## config.mk

```make
export PLATFORM = sky130hd
export DESIGN_NAME = vts_ram
export DESIGN_NICKNAME = d
export VERILOG_FILES = /design/src/rtl/validated_transaction_store_top_defines.svh /design/src/rtl/vts_ram.sv
export SDC_FILE = /design/constraint.sdc
export NUM_CORES = 1
export LEC_CHECK = 0
export BUFFER_PORTS_ARGS = -buffer_cell sky130_fd_sc_hd__buf_2
export CORE_UTILIZATION = 55
export DETAILED_ROUTE_END_ITERATION = 8
export PLACE_DENSITY = 0.83
export SLEW_MARGIN = 30
export SYNTH_ARGS = -nofsm -noshare
export SYNTH_HDL_FRONTEND = slang
export SYNTH_SLANG_ARGS = --single-unit
export TNS_END_PERCENT = 20
```

## constraint.sdc

```tcl
create_clock -name clk -period 2.2 [get_ports clk]
set_input_delay 0.33 -clock clk [delete_from_list [all_inputs] [get_ports clk]]
set_output_delay 0.33 -clock clk [all_outputs]
set_load 0.005 [all_outputs]
```

## src/rtl/validated_transaction_store_top_defines.svh

```systemverilog
// Assertion macros used by the asserting module of the transaction store.
`ifndef VALIDATED_TRANSACTION_STORE_TOP_DEFINES_SVH
`define VALIDATED_TRANSACTION_STORE_TOP_DEFINES_SVH

// Same-cycle implication, checked on every rising edge outside reset.
`define VTS_ASSERT_NOW(label, ante, cons, msg) \
    label: assert property (@(posedge clk) disable iff (!rst_n) (ante) |-> (cons)) \
        else $error(msg);

// Next-cycle implication, checked on every rising edge outside reset.
`define VTS_ASSERT_NEXT(label, ante, cons, msg) \
    label: assert property (@(posedge clk) disable iff (!rst_n) (ante) |=> (cons)) \
        else $error(msg);

`endif

```

## src/rtl/vts_ram.sv

```systemverilog
// Simple dual-port RAM: one write port, one read port with registered data.
module vts_ram #(
    parameter int  DEPTH = 16,
    parameter int  WIDTH = 8,
    localparam int AW    = (DEPTH > 1) ? $clog2(DEPTH) : 1
) (
    input  logic             clk,
    input  logic             wr_en,
    input  logic [AW-1:0]    wr_addr,
    input  logic [WIDTH-1:0] wr_data,
    input  logic             rd_en,
    input  logic [AW-1:0]    rd_addr,
    output logic [WIDTH-1:0] rd_data
);

    logic [WIDTH-1:0] mem [DEPTH];
    logic [WIDTH-1:0] rd_data_reg;

    // Write port.
    always_ff @(posedge clk)
    begin
        if (wr_en)
        begin
            mem[wr_addr] <= wr_data;
        end
    end

    // Read port; the data holds until the next read is issued.
    always_ff @(posedge clk)
    begin
        if (rd_en)
        begin
            rd_data_reg <= mem[rd_addr];
        end
    end

    assign rd_data = rd_data_reg;

endmodule

```

==> flow_metrics.env <==
export IMPL_path_max_fanout=1
export IMPL_clock_sinks=136
export IMPL_grt_overflow=0
export IMPL_cts_root_buf="clkbuf_8"
export IMPL_grt_pass1_vias=2552
export IMPL_fmax_ghz=0.637
export IMPL_maxCapViolCount=0
export IMPL_critPathKind="register to register"
export IMPL_synthFlopType="edfxtp_1"
export IMPL_ys_async_sr_fraction=0
export IMPL_post_cts_buffers=0
export IMPL_drc=0
export IMPL_antenna_found_initial=0
export IMPL_ys_ff_latch=136
export IMPL_place_congestion=0.705
export IMPL_cp_start_kind="register"
export IMPL_ys_top_cells_by_count="edfxtp_1, mux4_2, a22oi_1"
export IMPL_cts_resized=0
export IMPL_netlist_area_leader_share=0.781
export IMPL_wl_per_cell_um=23.1
export IMPL_layout_drive_gt1_share=0.316
export IMPL_diodes=0
export IMPL_syn_area_um2=5230
export IMPL_io_pins=27
export IMPL_initial_core_util=0.566
export IMPL_p_sw_frac=0.197
export IMPL_slowest_delay_ns=0.53
export IMPL_end_kind="register"
export IMPL_synth_cells=229
export IMPL_holdCritStartpoint="wr_data[3]"
export IMPL_clk_path_buf_depth=2
export IMPL_synth_edf_count=136
export IMPL_slew_headroom=0.740
export IMPL_syn_area_per_cell_um2=22.8
export IMPL_fin_tns_setup_ns=0
export IMPL_rows=35
export IMPL_path_cells="mux4_1, a22oi_1, nand2_1"
export IMPL_rsz0062_at_grt="false"
export IMPL_synthToLayoutAreaGrowth_pct=18.3
export IMPL_portBuffers=26
export IMPL_dr_first_iter_drc_count=227
export IMPL_die_h_um=99.5
export IMPL_grt_use_total=0.222
export IMPL_hold_class="primary input to register"
export IMPL_nFillCells=572
export IMPL_fp_dieW_um=99.5
export IMPL_fin_nets=303
export IMPL_peakVddDrop_mv=0.446
export IMPL_tightest_slew_ns=0.389
export IMPL_die_area_um2=9900
export IMPL_cp_slowest_cell="mux4_1"
export IMPL_place_hpwl_mm=5.75
export IMPL_cp_buffers_inverters=0
export IMPL_setup_viol=0
export IMPL_combPwrFrac=0.044
export IMPL_cts_buffers=17
export IMPL_via_per_inst=5.87
export IMPL_tritoncts="yes"
export IMPL_largest_register_ffs=128
export IMPL_yosysSeqAreaShare=0.781
export IMPL_power_switching_mw=1.16
export IMPL_grt_pass1_wl_mm=14.9
export IMPL_crit_path_start="mem[1][0]$_DFFE_PP_"
export IMPL_ant_nets=0
export IMPL_yosys_warnings=0
export IMPL_slew_violations=0
export IMPL_clk_latency_ns=0.52
export IMPL_synth_distinct_cells=18
export IMPL_clock_skew_ns=0.0112
export IMPL_leakage_nw=2.10
export IMPL_p_int_mw=4.75
export IMPL_crit_arrival_ns=1.82
export IMPL_vias=2502
export IMPL_hold_viol_final=0
export IMPL_required_ns=2.45
export IMPL_cts_hold_buffers=0
export IMPL_final_util=0.669
export IMPL_powerDensity_nw_per_um2=956
export IMPL_syn_nets=248
export IMPL_ys_top_cells_by_area="edfxtp_1, mux4_2, mux4_1"
export IMPL_grt_max_degree=33
export IMPL_cts_htree_levels=4
export IMPL_synth_top_area_cell="edfxtp_1"
export IMPL_min_period_over_period=0.713
export IMPL_r2r_start="mem[1][0]$_DFFE_PP_"
export IMPL_clockPowerShare=0.459
export IMPL_wl_mm=9.83
export IMPL_min_period_ns=1.57
export IMPL_drt_first_pass_iters=4
export IMPL_seqPwrFrac=0.497
export IMPL_crit_family="multiplexers"
export IMPL_path_clk_slew_ns=0.06
export IMPL_status="complete, no violations"
export IMPL_synth_most_common_cell="edfxtp_1"
export IMPL_coreArea_um2=9240
stage by stage:
stage / power, mW / worst slack, ns / instance area (um^2) / hold WS [ns] / std cells
finish: 5.91 / 0.630 / 6180 / 0.193 / 426
global route: 6.07 / 0.577 / 6180 / 0.186 / 426
CTS: 5.95 / 0.592 / 6180 / 0.173 / 426
detailed placement: 3.25 / 0.211 / 5610 / 0.713 / 394
global placement: 3.24 / 0.292 / 5610 / 0.703 / 394
floorplan: 3.13 / 0.377 / 5230 / 0.429 / 229
worst reg2reg max path, stage by stage, from the launching register on:
cell	delay, ns
edfxtp_1	0.38
mux4_1	0.53
a22oi_1	0.31
nand2_1	0.10
layout by cell type, fill, tap and decap left out:
cell,synthesis,final
a22oi_1,16,16
and2_1,1,1
and2b_1,1,1
buf_12,0,2
buf_2,3,26
buf_4,1,18
bufinv_16,0,3
clkbuf_1,0,2
clkbuf_16,0,16
clkbuf_8,0,1
clkinv_1,0,1
clkinv_2,0,4
clkinv_4,0,3
clkinvlp_4,0,2
edfxtp_1,136,136
mux4_1,14,14
mux4_2,18,18
nand2_1,9,9
nand2b_1,2,2
nand3_1,1,1
nand3b_1,2,2
nor2_1,13,13
nor2b_1,1,1
nor3_1,4,4
or3b_2,1,1
layer usage:
layer	GRT usage	vias to the layer above	part of all wire
met1	0.308	1285	0.42
met3	0.0661	10	0.072
met4	0.0848	0	0.012
met5	0	-	0
met2	0.338	115	0.50
li1	-	1092	-
power groups by stage:
| stage | logic, mW | clock network, mW | registers (mW) |
|---|---|---|---|
| after global placement | 0.253 | 0 | 2.99 |
| after CTS | 0.267 | 2.74 | 2.94 |
| after floorplan | 0.147 | 0 | 2.99 |
| after global routing | 0.285 | 2.85 | 2.94 |
| final | 0.262 | 2.71 | 2.94 |
| after detailed placement | 0.262 | 0 | 2.99 |
cells by family after synthesis:
logic type / Yosys count / synth area share
muxes: 32 / 0.148
DFF: 136 / 0.781
buffers and inverters: 10 / 0.0165
AOI/OAI and AO/OA: 16 / 0.0230
and+or+nand+nor: 35 / 0.0314
final timing paths:
check	end	slack, ns	cells past startpoint
worst max-delay path	rd_data[0]$_DFFE_PP_	0.63	3
worst min-delay path	mem[6][3]$_DFFE_PP_	0.19	1
worst max register to register	rd_data[0]$_DFFE_PP_	0.63	3
worst min register to register	rd_data[3]$_DFFE_PP_	0.76	3
layout make-up:
cell class / count / area [um^2] / share of cell area
Sequential cell: 136 / 4080 / 0.660
Clock buffer: 19 / 422 / 0.0682
Multi-Input combinational cell: 83 / 1060 / 0.171
Tap cell: 129 / 161 / 0.0261
Clock inverter: 13 / 155 / 0.0251
Timing Repair Buffer: 46 / 305 / 0.0494
(Power assumes the default switching activity.)
